--- src/sv/lpd_pkg.sv ---
// ----------------------------------------------------------------------------
// lpd_pkg
// shared constants and types of the length-prefix deframer
// ----------------------------------------------------------------------------
package lpd_pkg;

  localparam int PREFIX_BYTES = 4;
  localparam int BYTE_W       = 8;
  localparam int LEN_W        = BYTE_W * PREFIX_BYTES;
  localparam int CFG_LEN_W    = 31;
  localparam int CMP_W        = (LEN_W > CFG_LEN_W) ? LEN_W : CFG_LEN_W;
  localparam int CNT_W        = (PREFIX_BYTES > 1) ? $clog2(PREFIX_BYTES) : 1;
  localparam int APB_DATA_W   = 32;
  localparam int APB_ADDR_W   = 3;

  localparam logic [CNT_W-1:0]     LAST_CNT  = CNT_W'(PREFIX_BYTES - 1);
  localparam logic [CFG_LEN_W-1:0] MIN_RESET = CFG_LEN_W'(1);
  localparam logic [CFG_LEN_W-1:0] MAX_RESET = CFG_LEN_W'(65536);

  typedef enum logic [2:0] {
    PH_HEADER  = 3'b001,
    PH_PAYLOAD = 3'b010,
    PH_DEAD    = 3'b100
  } phase_t;

  typedef enum logic [0:0] {
    REG_MIN_LENGTH = 1'b0,
    REG_MAX_LENGTH = 1'b1
  } reg_idx_t;

endpackage

--- src/sv/lpd_if.sv ---
// ----------------------------------------------------------------------------
// lpd_if
// valid/ready channels of the deframer: byte input and result output
// ----------------------------------------------------------------------------
interface lpd_in_if import lpd_pkg::*; ();
  logic              valid;
  logic              ready;
  logic [BYTE_W-1:0] data_byte;

  modport source (output valid, output data_byte, input ready);
  modport sink   (input valid, input data_byte, output ready);
endinterface

interface lpd_out_if import lpd_pkg::*; ();
  logic              valid;
  logic              ready;
  logic [BYTE_W-1:0] payload_byte;
  logic              last;
  logic              bad_length;

  modport source (output valid, output payload_byte, output last, output bad_length,
                  input ready);
  modport sink   (input valid, input payload_byte, input last, input bad_length,
                  output ready);
endinterface

--- src/sv/length_prefix_deframer_core.sv ---
// ----------------------------------------------------------------------------
// length_prefix_deframer_core
// splits a byte stream into length-prefixed packets
// ----------------------------------------------------------------------------
// in_chan takes one stream byte per word. each packet opens with a
// little-endian signed length prefix (PREFIX_BYTES bytes); prefix bytes give
// no word on out_chan. a length within [min_length, max_length] passes the
// following bytes out as payload words, last set on the final one. a length
// outside the bounds gives one word with bad_length set; all later bytes are
// then taken and dropped until reset.
// throughput: one byte per cycle while the result register is not stalled. a
// result word passes the input register, then the result register.
// when out_chan stalls the result register holds; the input register takes a
// byte only while it is empty or the result register is being freed, so a
// prefix or dropped byte also waits behind a stalled result word.
// reset: bounds return to 1 and 65536, prefix collection restarts, both
// registers empty. min_length at 0x0, max_length at 0x4 over the APB port; the
// user must write them only while the block is idle; the block does not enforce it.
// ----------------------------------------------------------------------------
module length_prefix_deframer_core import lpd_pkg::*; (
  input  logic                  clk,
  input  logic                  rst_n,
  lpd_in_if.sink                in_chan,
  lpd_out_if.source             out_chan,
  input  logic                  psel,
  input  logic                  penable,
  input  logic                  pwrite,
  input  logic [APB_ADDR_W-1:0] paddr,
  input  logic [APB_DATA_W-1:0] pwdata,
  output logic [APB_DATA_W-1:0] prdata,
  output logic                  pready
);

  logic [CFG_LEN_W-1:0] min_len_r;
  logic [CFG_LEN_W-1:0] max_len_r;

  logic                 s1_valid_r;
  logic [BYTE_W-1:0]    s1_byte_r;

  phase_t               phase_r, phase_nxt;
  logic [CNT_W-1:0]     cnt_r, cnt_nxt;
  logic [LEN_W-1:0]     acc_r, acc_nxt;
  logic [CFG_LEN_W-1:0] rem_r, rem_nxt;

  logic                 out_valid_r;
  logic [BYTE_W-1:0]    out_byte_r;
  logic                 out_last_r;
  logic                 out_bad_r;

  logic                 out_free;
  logic                 s1_go;
  logic                 emit;
  logic [BYTE_W-1:0]    emit_byte;
  logic                 emit_last;
  logic                 emit_bad;
  logic [LEN_W-1:0]     acc_cur;
  logic [CMP_W-1:0]     len_ext;
  logic                 len_bad;
  logic                 cfg_wr;
  reg_idx_t             cfg_idx;

  // configuration port
  assign pready  = 1'b1;
  assign cfg_wr  = psel && penable && pwrite;
  assign cfg_idx = reg_idx_t'(paddr[APB_ADDR_W-1:2]);

  always_comb begin
    case (cfg_idx)
      REG_MIN_LENGTH: prdata = APB_DATA_W'(min_len_r);
      REG_MAX_LENGTH: prdata = APB_DATA_W'(max_len_r);
      default:        prdata = '0;
    endcase
  end

  always_ff @(posedge clk) begin
    if (!rst_n) begin
      min_len_r <= MIN_RESET;
      max_len_r <= MAX_RESET;
    end else if (cfg_wr) begin
      case (cfg_idx)
        REG_MIN_LENGTH: min_len_r <= pwdata[CFG_LEN_W-1:0];
        REG_MAX_LENGTH: max_len_r <= pwdata[CFG_LEN_W-1:0];
        default: ;
      endcase
    end
  end

  // handshake
  assign out_free      = !out_valid_r || out_chan.ready;
  assign s1_go         = s1_valid_r && out_free;
  assign in_chan.ready = !s1_valid_r || out_free;

  always_ff @(posedge clk) begin
    if (!rst_n) begin
      s1_valid_r <= 1'b0;
    end else if (in_chan.ready) begin
      s1_valid_r <= in_chan.valid;
    end
  end

  always_ff @(posedge clk) begin
    if (in_chan.valid && in_chan.ready) begin
      s1_byte_r <= in_chan.data_byte;
    end
  end

  // prefix accumulate and bounds check
  always_comb begin
    acc_cur = acc_r;
    for (int i = 0; i < PREFIX_BYTES; i++) begin
      if (cnt_r == CNT_W'(i)) begin
        acc_cur[BYTE_W*i +: BYTE_W] = s1_byte_r;
      end
    end
  end

  assign len_ext = CMP_W'(acc_cur);
  assign len_bad = acc_cur[LEN_W-1] || (len_ext < CMP_W'(min_len_r))
                   || (len_ext > CMP_W'(max_len_r));

  always_comb begin
    phase_nxt = phase_r;
    cnt_nxt   = cnt_r;
    acc_nxt   = acc_r;
    rem_nxt   = rem_r;
    emit      = 1'b0;
    emit_byte = s1_byte_r;
    emit_last = 1'b0;
    emit_bad  = 1'b0;
    case (phase_r)
      PH_HEADER: begin
        if (cnt_r == LAST_CNT) begin
          cnt_nxt = '0;
          acc_nxt = '0;
          if (len_bad) begin
            phase_nxt = PH_DEAD;
            rem_nxt   = '0;
            emit      = 1'b1;
            emit_byte = '0;
            emit_bad  = 1'b1;
          end else begin
            rem_nxt   = len_ext[CFG_LEN_W-1:0];
            phase_nxt = (len_ext[CFG_LEN_W-1:0] != '0) ? PH_PAYLOAD : PH_HEADER;
          end
        end else begin
          cnt_nxt = cnt_r + CNT_W'(1);
          acc_nxt = acc_cur;
        end
      end
      PH_PAYLOAD: begin
        emit      = 1'b1;
        emit_last = (rem_r <= CFG_LEN_W'(1));
        if (emit_last) begin
          rem_nxt   = '0;
          phase_nxt = PH_HEADER;
        end else begin
          rem_nxt = rem_r - CFG_LEN_W'(1);
        end
      end
      PH_DEAD: ;
      default: phase_nxt = PH_DEAD;
    endcase
  end

  always_ff @(posedge clk) begin
    if (!rst_n) begin
      phase_r <= PH_HEADER;
      cnt_r   <= '0;
      acc_r   <= '0;
      rem_r   <= '0;
    end else if (s1_go) begin
      phase_r <= phase_nxt;
      cnt_r   <= cnt_nxt;
      acc_r   <= acc_nxt;
      rem_r   <= rem_nxt;
    end
  end

  // result register
  always_ff @(posedge clk) begin
    if (!rst_n) begin
      out_valid_r <= 1'b0;
    end else if (out_free) begin
      out_valid_r <= s1_go && emit;
    end
  end

  always_ff @(posedge clk) begin
    if (s1_go && emit) begin
      out_byte_r <= emit_byte;
      out_last_r <= emit_last;
      out_bad_r  <= emit_bad;
    end
  end

  assign out_chan.valid        = out_valid_r;
  assign out_chan.payload_byte = out_byte_r;
  assign out_chan.last         = out_last_r;
  assign out_chan.bad_length   = out_bad_r;

endmodule

--- src/flat_wrapper.sv ---
// flat-port wrapper written by rule: the top's interface ports become plain ports
module length_prefix_deframer_core_flat import lpd_pkg::*;
  (clk, rst_n, psel, penable, pwrite, paddr, pwdata, prdata, pready, in_chan_valid, in_chan_data_byte, in_chan_ready, out_chan_valid, out_chan_payload_byte, out_chan_last, out_chan_bad_length, out_chan_ready);
  lpd_in_if in_chan_i ();
  lpd_out_if out_chan_i ();
  input  logic clk;
  input  logic rst_n;
  input  logic psel;
  input  logic penable;
  input  logic pwrite;
  input  logic [APB_ADDR_W-1:0] paddr;
  input  logic [APB_DATA_W-1:0] pwdata;
  output logic [APB_DATA_W-1:0] prdata;
  output logic pready;
  input wire logic [$bits(in_chan_i.valid)-1:0] in_chan_valid;
  input wire logic [$bits(in_chan_i.data_byte)-1:0] in_chan_data_byte;
  output wire logic [$bits(in_chan_i.ready)-1:0] in_chan_ready;
  output wire logic [$bits(out_chan_i.valid)-1:0] out_chan_valid;
  output wire logic [$bits(out_chan_i.payload_byte)-1:0] out_chan_payload_byte;
  output wire logic [$bits(out_chan_i.last)-1:0] out_chan_last;
  output wire logic [$bits(out_chan_i.bad_length)-1:0] out_chan_bad_length;
  input wire logic [$bits(out_chan_i.ready)-1:0] out_chan_ready;
  assign in_chan_i.valid = in_chan_valid;
  assign in_chan_i.data_byte = in_chan_data_byte;
  assign in_chan_ready = in_chan_i.ready;
  assign out_chan_valid = out_chan_i.valid;
  assign out_chan_payload_byte = out_chan_i.payload_byte;
  assign out_chan_last = out_chan_i.last;
  assign out_chan_bad_length = out_chan_i.bad_length;
  assign out_chan_i.ready = out_chan_ready;
  length_prefix_deframer_core u_core (.clk(clk), .rst_n(rst_n), .in_chan(in_chan_i), .out_chan(out_chan_i), .psel(psel), .penable(penable), .pwrite(pwrite), .paddr(paddr), .pwdata(pwdata), .prdata(prdata), .pready(pready));
endmodule
--- config.mk ---
export PLATFORM = sky130hd
export DESIGN_NAME = length_prefix_deframer_core_flat
export DESIGN_NICKNAME = d
export VERILOG_FILES = /design/src/sv/lpd_pkg.sv /design/src/sv/lpd_if.sv /design/src/sv/length_prefix_deframer_core.sv /design/src/flat_wrapper.sv
export SDC_FILE = /design/constraint.sdc
export NUM_CORES = 1
export LEC_CHECK = 0
export BUFFER_PORTS_ARGS = -buffer_cell sky130_fd_sc_hd__buf_2
export CAP_MARGIN = 20
export CORE_UTILIZATION = 40
export CTS_CLUSTER_SIZE = 24
export DETAILED_ROUTE_END_ITERATION = 12
export MAX_ROUTING_LAYER = met4
export PLACE_DENSITY = 0.64
export REMOVE_ABC_BUFFERS = 1
export SYNTH_ARGS = -nofsm -noshare
export SYNTH_HDL_FRONTEND = slang
export SYNTH_SLANG_ARGS = --single-unit
--- constraint.sdc ---
create_clock -name clk -period 4.3 [get_ports clk]
set_input_delay 0.215 -clock clk [delete_from_list [all_inputs] [get_ports clk]]
set_output_delay 0.215 -clock clk [all_outputs]
set_load 0.03 [all_outputs]
==> impl_results.md, run 1 <==
* Clk Latency, worst-skew pair at 430 ps
* Number of diodes at 0
* Max IR drop VDD at 0.000291 V
* CP max stage delay at 680 ps
* EDFF count, synth at 18
* P_leak at 0.00416 uW
* Post-route DRC violation count at 0
* Hold WC Path Type: input pin to flop
* Clock transition at path regs at 60 ps
* Final setup vio count at 0
* Io pins at 95
* Largest net degree at the start of global routing at 70
* Crit. End Element: flop
* Area growth, synth to finish at 16.5%
* Syn. warnings at 0
* Min setup slack post-route at 279 ps
* Initial antenna violation count at 0
* CTS tree: built
* Startpoint types: flop
* Total CTS buffers at 17
* Post-CTS Setup Bufs at 0
* Final min period at 4020 ps
* Tot GR Track Use at 21.5%
* CP arrival at 4150 ps
* Worst slew pin tran at 982 ps
* Critical-path top delay cell: a2111oi_0
* Pre-Repair DR Iteration Count at 5
* Syn avg cell area at 7.95 um^2
* Detailed placement HPWL at 16300 um
* Most common cell in the synthesized netlist: nand2_1
* Post-CTS Resized at 0
* Initial Util at 41.3%
* Crit Path Max Fanout at 10
* Synth area leaders: dfxtp_1 (30%), ha_1 (9.6%), nand2_1 (8.8%)
* Achievable frequency at 0.249 GHz
* Most common library cells after synthesis: nand2_1 (206), dfxtp_1 (132), inv_1 (98)
* Total detailed-routing wirelength at 22800 um
* Cell Rows at 53
* Via Count at 7711
* FF+latch count, synth at 150
* Drt first-iter violations at 504
* Routed WL per cell at 15.6 um
* ANT nets after route at 0
* Die Ht at 150 um
* Register area share after synthesis at 36.3%
* Crit path max-delay family: compound AO/OA/AOI/OAI gates
* Port Buf Inserts at 89
* First-pass GRT wire length at 36800 um
* Clock sink count at 150
* Grt ovf at 0
* Synth area leader: dfxtp_1
* Vias in the first global route at 7297
* Final Skew at 12.4 ps
* Core Box Area at 0.0212 mm^2
* Final Cycle Share at 93.5%
* Unrepaired setup endpoints after global routing: false
* Bufs on Longest Clock Path at 2
* Root Driver: clkbuf_16
* Unique masters post-synth at 56
* Top cell type's share of synthesized area at 30.1%
* DIE WIDTH at 150 um
* Max-slew violation count at 0
* Final net count at 1293
* Cell Area, Synth at 0.00877 mm^2
* CP Class: flop to flop
* Die area at 0.0225 mm^2
* Max-Cap Viols at 0
* Worst hold margin at 34.7 ps
* DR vias/cell at 5.27
* Ratio of cells with drive above 1 in the final layout at 13.0%
* Worst EP required at 4430 ps
* Worst-path cell chain: inv_1 > ha_1 > buf_4 > mux2i_1 > inv_1 > ha_1 > nor2b_1 > o211ai_1 > a2111oi_0 > o31ai_1 > o21a_1 > a21o_1 > a21oi_1 > buf_4
* Reg2reg setup slack at 280 ps
* WP buf/inv at 4
* Post-synthesis cell count at 1103
* Post-synth ARST share at 0%
* PwrDens at 357 mW/mm^2
* Placer Congestion at 0.886
* Hold buffers post-CTS at 9
* Worst slew margin at 34.5%
* Top_reg_cell synth: dfxtp_1
* H-tree depth at 4
* Final hold vios at 0
* Dpl ws at 384 ps
* Status: completed
stage by stage:
stage          cells  util, %  power, uW  area (um^2)  setup TNS [ps]
2_1_floorplan   1035        -       1820         8480           -1970
3_3_place_gp    1423     44.7       2060         9490               0
3_5_place_dp    1423     44.7       2060         9490               0
4_1_cts         1463     48.1       3670        10200               0
5_1_grt         1463     48.1       3790        10200               0
6_report        1463     48.1       3650        10200               0
state kept, by name, summed over array words and instances, names as in the netlist:
register                      cells
u_core.min_len_r                 31
u_core.out_chan.valid             1
u_core.out_chan.bad_length        1
u_core.s1_valid_r                 1
u_core.acc_r                     32
u_core.max_len_r                 31
u_core.s1_byte_r                  8
u_core.cnt_r                      2
u_core.phase_r                    3
u_core.out_chan.last              1
u_core.rem_r                     31
u_core.out_chan.payload_byte      8
cell usage in the layout (no fill, tap or decap), drive strengths merged, types with 3 or more instances in the layout:
cell type / instances
nor3: 37
o21ai: 70
a31oi: 30
nor2: 23
nand4: 49
nand2: 207
dlygate4sd3: 9
clkbuf: 20
a21oi: 52
bufinv: 4
buf: 113
dfxtp: 132
a21boi: 62
clkinvlp: 3
o211ai: 4
nor4: 11
and2: 18
or4: 4
mux2i: 34
inv: 101
nand2b: 6
xnor2: 9
a211oi: 3
ha: 67
nand3: 16
o21a: 4
xor2: 15
nor3b: 3
nor2b: 29
a21o: 7
edfxtp: 18
path summary, 6_finish.rpt:
check                         from              endpoint  depth (start not counted)
setup / recovery   u_core.cnt_r[0]  u_core.out_chan.last                         14
hold / removal          pwdata[16]  u_core.max_len_r[16]                          3
setup reg to reg   u_core.cnt_r[0]  u_core.out_chan.last                         14
hold reg to reg   u_core.acc_r[31]      u_core.acc_r[31]                          1
where the power goes:
group | switching [uW] | internal (uW) | leakage, uW
Clock | 601 | 1010 | 0.000299
Sequential | 27.6 | 1450 | 0.00124
Combinational | 359 | 212 | 0.00262
area by class of cell:
| class | count | area [um^2] |
|---|---|---|
| Inverter | 98 | 368 |
| Fill cell | 2112 | 11000 |
| Tap cell | 275 | 344 |
| Multi-Input combinational cell | 787 | 4950 |
| Timing Repair Buffer | 122 | 741 |
| Sequential cell | 150 | 3180 |
| Clock buffer | 20 | 458 |
| Clock inverter | 11 | 171 |
per-layer routing:
layer	GRT usage, %	vias to the layer above	routed length [um]	share of wire (%)
met2	35.3	147	10900	48
li1	-	3951	-	-
met1	27.2	3587	10700	47
met5	-	-	0	0
met3	2.99	26	730	3.2
met4	7.02	0	441	1.9
cells by family (layout without fill, tap and decap cells):
logic type	Yosys count	after routing	share of synthesized area, %
muxes	36	36	4.14
AOI/OAI and AO/OA	248	248	17.7
DFF	150	150	36.3
other	2	2	0.0857
adders and majority gates	67	67	9.56
xor gates and xnor gates	24	24	2.40
and+or+nand+nor	410	410	22.4
buffers and inverters	166	251	7.42
worst reg2reg max path: stages (launching register included):
cell	delay [ps]
dfxtp_1	350
inv_1	100
ha_1	380
buf_4	210
mux2i_1	300
inv_1	150
ha_1	310
nor2b_1	120
o211ai_1	130
a2111oi_0	680
o31ai_1	170
o21a_1	240
a21o_1	230
a21oi_1	140
buf_4	200
Note: power is estimated with default switching activity, not from simulation.
==> run 2: changes to the inputs <==
- GPL_ROUTABILITY_DRIVEN: not set -> 0
- PLACE_DENSITY: 0.64 -> not set
- RECOVER_POWER: not set -> 100
==> impl_results.md, run 2 (same netlist as run 1, synthesis figures left out) <==
* Hold buffers post-CTS at 8 (was 9)
* Ratio of cells with drive above 1 in the final layout at 8.78% (was 13.0%)
* Final hold vios at 0 (unchanged)
* Vias in the first global route at 7270 (was 7297)
* Final Skew at 5.47 ps (was 12.4 ps)
* CP Class: flop to flop (unchanged)
* Most common cell after layout, fill and taps aside: nand2_1 (unchanged)
* Die Ht at 150 um (unchanged)
* Initial antenna violation count at 0 (unchanged)
* Area growth, synth to finish at 15.9% (was 16.5%)
* Drt first-iter violations at 512 (was 504)
* Crit. End Element: flop (unchanged)
* Final min period at 3930 ps (was 4020 ps)
* Max-slew violation count at 163 (was 0)
* Routed WL per cell at 15.9 um (was 15.6 um)
* Total power at 3760 uW (was 3650 uW)
* Commonest cells after routing, fill and taps aside: nand2_1 (206), dfxtp_1 (132), inv_1 (98), o21ai_0 (70), ha_1 (67) (was nand2_1 (206), dfxtp_1 (132), inv_1 (98), buf_2 (89), o21ai_0 (70))
* Cell Rows at 53 (unchanged)
* Total CTS buffers at 17 (unchanged)
* Worst R2R Path Depth at 13 (was 14)
* Port Buf Inserts at 89 (unchanged)
* Max IR drop VDD at 0.000288 V (was 0.000291 V)
* Core Box Area at 0.0212 mm^2 (unchanged)
* Startpoint types: flop (unchanged)
* Max-Cap Viols at 4 (was 0)
* P_leak at 0.00398 uW (was 0.00416 uW)
* Detailed placement HPWL at 16500 um (was 16300 um)
* Achievable frequency at 0.255 GHz (was 0.249 GHz)
* Clk Latency, worst-skew pair at 430 ps (about the same)
* Crit Path Max Fanout at 14 (was 10)
* H-tree depth at 4 (unchanged)
* Worst slew pin tran at 1870 ps (was 982 ps)
* Initial Util at 41.3% (unchanged)
* Clock sink count at 150 (unchanged)
* Grt ovf at 0 (unchanged)
* Worst slew margin at -24.7% (was 34.5%)
* Largest Register: u_core.acc_r (unchanged)
* ANT nets after route at 0 (unchanged)
* Final net count at 1289 (was 1293)
* Failing checks: capacitance limit, slew limit
* Status: complete, but fails checks (was completed)
* Root Driver: clkbuf_16 (unchanged)
* First-pass GRT wire length at 37700 um (was 36800 um)
* DR vias/cell at 5.25 (was 5.27)
* Max reg flops at 32 (unchanged)
* Die area at 0.0225 mm^2 (unchanged)
* CP arrival at 4070 ps (was 4150 ps)
* Number of diodes at 0 (unchanged)
* Clock transition at path regs at 60 ps (about the same)
* Post-CTS Resized at 0 (unchanged)
* Hold WC Path Type: input pin to flop (unchanged)
* Io pins at 95 (unchanged)
* Post-CTS Setup Bufs at 0 (unchanged)
* Largest net degree at the start of global routing at 51 (was 70)
* Final setup vio count at 0 (unchanged)
* Via Count at 7662 (was 7711)
* Bufs on Longest Clock Path at 2 (unchanged)
* Tot GR Track Use at 22.2% (was 21.5%)
* Worst EP required at 4440 ps (was 4430 ps)
* Unrepaired setup endpoints after global routing: false (unchanged)
* DIE WIDTH at 150 um (unchanged)
* Total detailed-routing wirelength at 23200 um (was 22800 um)
* Post-route DRC violation count at 0 (unchanged)
* CTS tree: built (unchanged)
* Setup_tns at 0 ps (unchanged)
* Pre-Repair DR Iteration Count at 5 (unchanged)
* Hold path depth at 3 (unchanged)
* Utilization after layout at 47.9% (was 48.1%)
* Final Cycle Share at 91.4% (was 93.5%)
* PwrDens at 370 mW/mm^2 (was 357 mW/mm^2)
run 2: metrics by stage:
stage	hold WS, ps	setup WS (ps)	cells	area (um^2)
final	12.0	371	1460	10200
after global routing	30.3	136	1460	10200
after CTS	5.28	380	1460	10200
after detailed placement	394	404	1420	9480
after global placement	391	465	1420	9480
after floorplan	287	-197	1035	8480
run 2: worst max-delay path, stage by stage, from the launching register on:
cell and delay [ps]:
dfxtp_1 410, ha_1 360, buf_12 200, mux2i_1 250, inv_1 130, ha_1 330
nand4_1 140, or4_1 600, nor3_1 270, o31ai_1 120, o21a_1 250, a21o_1 220
a21oi_1 140, buf_4 200
run 2: path summary, 6_finish.rpt:
kind	slack, ps	startpoint	endpoint
setup / recovery	370	u_core.cnt_r[0]	u_core.out_chan.payload_byte[3]
hold / removal	10	pwdata[0]	u_core.min_len_r[0]
setup reg to reg	370	u_core.cnt_r[0]	u_core.out_chan.payload_byte[3]
hold reg to reg	460	u_core.acc_r[25]	u_core.acc_r[25]
run 2: final cells by class:
type,count,area [um^2]
well taps,275,344
multi-input cells,787,4940
fillers,2140,11100
flip-flops and latches,150,3180
inverters,98,368
repair buffers,118,644
clock inverters,15,250
clock buffers,17,425
run 2: metal layers:
layer	vias to the layer above	share of wire, %	GRT usage (%)
met5	-	0	-
met4	0	1.7	6.82
met3	28	2.9	3.35
met2	133	48	35.5
met1	3565	48	28.9
li1	3936	-	-
run 2: where the power goes:
group          internal [uW]  switching [uW]  total [uW]
Sequential              1450            27.5        1470
Combinational            199             359         559
Clock                   1090             637        1730
Total                   2740            1020        3760
==> run 3: changes to the inputs <==
- ABC_AREA: not set -> 1
- SLEW_MARGIN: not set -> 15
==> impl_results.md, run 3 <==
* Status: complete, but fails checks (unchanged)
* Failing checks: capacitance limit, slew limit (unchanged)
* Seq pwr share at 38.5% (was 39.1%)
* Worst slew margin at -62.6% (was -24.7%)
* Switch share at 31.4% (was 27.2%)
* Final hold vios at 0 (unchanged)
* Hold buffers post-CTS at 8 (unchanged)
* Via Count at 8081 (was 7662)
* Finished Layout Cells at 1589 (was 1460)
* Tot GR Track Use at 21.1% (was 22.2%)
* Most common library cells after synthesis: nand2_1 (192), inv_1 (147), a21oi_1 (143) (was nand2_1 (206), dfxtp_1 (132), inv_1 (98))
* Top cell type's share of synthesized area at 28.6% (was 30.1%)
* Synth area leader: dfxtp_1 (unchanged)
* Hold WC Path Type: input pin to flop (unchanged)
* Die area at 0.0237 mm^2 (was 0.0225 mm^2)
* Unrepaired setup endpoints after global routing: false (unchanged)
* PwrDens at 373 mW/mm^2 (was 370 mW/mm^2)
* Syn avg cell area at 7.52 um^2 (was 7.95 um^2)
* Area growth, synth to finish at 11.8% (was 15.9%)
* Max reg flops at 32 (unchanged)
* FF+latch count, synth at 150 (unchanged)
* Final net count at 1408 (was 1289)
* Post-CTS Resized at 0 (unchanged)
* Ratio of cells with drive above 1 in the final layout at 14.0% (was 8.78%)
* Vias in the first global route at 7588 (was 7270)
* EDFF count, synth at 18 (unchanged)
* Final setup vio count at 0 (unchanged)
* Total power at 3850 uW (was 3760 uW)
* DIE WIDTH at 154 um (was 150 um)
* Utilization after layout at 45.6% (was 47.9%)
* Detailed placement HPWL at 17200 um (was 16500 um)
* Filler cells at 2322 (was 2140)
* Worst slew pin tran at 2440 ps (was 1870 ps)
* Placed cells at 1549 (was 1420)
* ANT nets after route at 0 (unchanged)
* Total detailed-routing wirelength at 23500 um (was 23200 um)
* Crit. End Element: flop (unchanged)
* Drt first-iter violations at 434 (was 512)
* Pre-Repair DR Iteration Count at 5 (unchanged)
* Clock sink count at 150 (unchanged)
* Largest Register: u_core.acc_r (unchanged)
* H-tree depth at 4 (unchanged)
* Post-route DRC violation count at 0 (unchanged)
* Largest net degree at the start of global routing at 103 (was 51)
* Bufs on Longest Clock Path at 2 (unchanged)
* Clock transition at path regs at 60 ps (about the same)
* Final Cycle Share at 89.6% (was 91.4%)
* Cell internal pwr at 2640 uW (was 2740 uW)
* Post-CTS Setup Bufs at 0 (unchanged)
* Max-slew violation count at 89 (was 163)
* First-pass GRT wire length at 38600 um (was 37700 um)
* Combinational share of power at 21.7% (was 14.8%)
* Most common cell after layout, fill and taps aside: nand2_1 (unchanged)
* Routed WL per cell at 14.8 um (was 15.9 um)
* Initial antenna violation count at 0 (unchanged)
* Number of diodes at 0 (unchanged)
* Max IR drop VDD at 0.000292 V (was 0.000288 V)
* Syn. warnings at 0 (unchanged)
* Initial Util at 40.8% (was 41.3%)
* Total CTS buffers at 17 (unchanged)
* Post-synthesis cell count at 1228 (was 1103)
* Post-synth ARST share at 0% (unchanged)
* Clock power share at 39.8% (was 46.0%)
* Commonest cells after routing, fill and taps aside: nand2_1 (192), inv_1 (150), a21oi_1 (143), o21ai_0 (136), dfxtp_1 (132) (was nand2_1 (206), dfxtp_1 (132), inv_1 (98), o21ai_0 (70), ha_1 (67))
* CTS tree: built (unchanged)
* Final Skew at 8.84 ps (was 5.47 ps)
* Startpoint types: flop (unchanged)
* Max-Cap Viols at 2 (was 4)
* Unique masters post-synth at 49 (was 56)
* CP Class: flop to flop (unchanged)
* Final min period at 3850 ps (was 3930 ps)
* DR vias/cell at 5.09 (was 5.25)
* Clk Latency, worst-skew pair at 430 ps (about the same)
* Setup_tns at 0 ps (unchanged)
* Grt ovf at 0 (unchanged)
* Top_reg_cell synth: dfxtp_1 (unchanged)
* Core Box Area at 0.0226 mm^2 (was 0.0212 mm^2)
* P_leak at 0.00439 uW (was 0.00398 uW)
* Worst EP required at 4670 ps (was 4440 ps)
* Register area share after synthesis at 34.4% (was 36.3%)
* Most common cell in the synthesized netlist: nand2_1 (unchanged)
* Root Driver: clkbuf_16 (unchanged)
* CP arrival at 4220 ps (was 4070 ps)
* Cell Rows at 55 (was 53)
* Cell Area, Synth at 0.00924 mm^2 (was 0.00877 mm^2)
* Synth area leaders: dfxtp_1 (29%), ha_1 (9.1%), nand2_1 (7.8%) (was dfxtp_1 (30%), ha_1 (9.6%), nand2_1 (8.8%))
* Achievable frequency at 0.259 GHz (was 0.255 GHz)
* Die Ht at 154 um (was 150 um)
* Port Buf Inserts at 89 (unchanged)
* Crit Path Max Fanout at 20 (was 14)
* NetSw at 1210 uW (was 1020 uW)
* Io pins at 95 (unchanged)
[run 3: changes by cell type after synthesis, sizes merged, moves of 34 or more]
cell / before / now
a21boi: 62 / 0
a21oi: 52 / 185
inv: 98 / 158
mux2i: 34 / 0
nor2: 23 / 109
o21ai: 70 / 144
[run 3: final timing paths]
kind	start	endpoint	slack [ps]	depth (start not counted)
max	u_core.cnt_r[0]	u_core.rem_r[11]	450	14
min	pwdata[0]	u_core.min_len_r[0]	40	3
max reg2reg	u_core.cnt_r[0]	u_core.rem_r[11]	450	14
min reg2reg	u_core.acc_r[25]	u_core.acc_r[25]	430	2
[run 3: worst max-delay path, stage by stage (launching register included)]
cell	delay, ps
dfxtp_1	360
ha_1	510
inv_1	350
nand2_2	130
o21ai_2	110
ha_1	320
nand2_1	70
nor2_1	90
nand4_1	160
nor3_1	370
nand4_1	150
nand2_2	290
clkbuf_2	450
nand4_1	250
a21oi_2	180
[run 3: power groups by stage]
| stage | Combinational (uW) | Clock, uW | Sequential (uW) |
|---|---|---|---|
| after floorplan | 583 | 0 | 1510 |
| after global placement | 831 | 0 | 1520 |
| after detailed placement | 839 | 0 | 1520 |
| after CTS | 849 | 1560 | 1490 |
| after global routing | 943 | 1620 | 1490 |
| final | 835 | 1530 | 1480 |
[run 3: metal layers]
layer  GRT usage (%)  share of wire [%]  vias up
met4            5.19                1.3        0
met3            3.04                3.5       22
met1            28.3                 50     3700
met5               -                  0        -
li1                -                  -     4198
met2            33.3                 45      161
[run 3: cell type report]
type                            count  area, um^2  share of cell area, %
Inverter                          161         607                   5.87
Clock inverter                     11         120                   1.16
Tap cell                          285         357                   3.45
Multi-Input combinational cell    854        5060                   48.9
Clock buffer                       21         482                   4.66
Timing Repair Buffer              107         528                   5.11
Sequential cell                   150        3180                   30.8
[run 3: cells by family after synthesis]
group | after synthesis | synth area share (%)
xor+xnor | 27 | 2.56
compound gates | 349 | 21.5
buf+inv | 224 | 10.5
flops | 150 | 34.4
other cells | 2 | 0.0813
simple gates | 409 | 21.9
fa+ha+maj | 67 | 9.07
[run 3: metrics by stage]
| step | area (um^2) | setup WS [ps] | hold WS, ps |
|---|---|---|---|
| 6_report | 10300 | 445 | 39.7 |
| 5_1_grt | 10300 | 148 | 40.5 |
| 4_1_cts | 10400 | 636 | 26.7 |
| 3_5_place_dp | 9760 | 623 | 396 |
| 3_3_place_gp | 9760 | 667 | 393 |
| 2_1_floorplan | 8880 | 1230 | 299 |
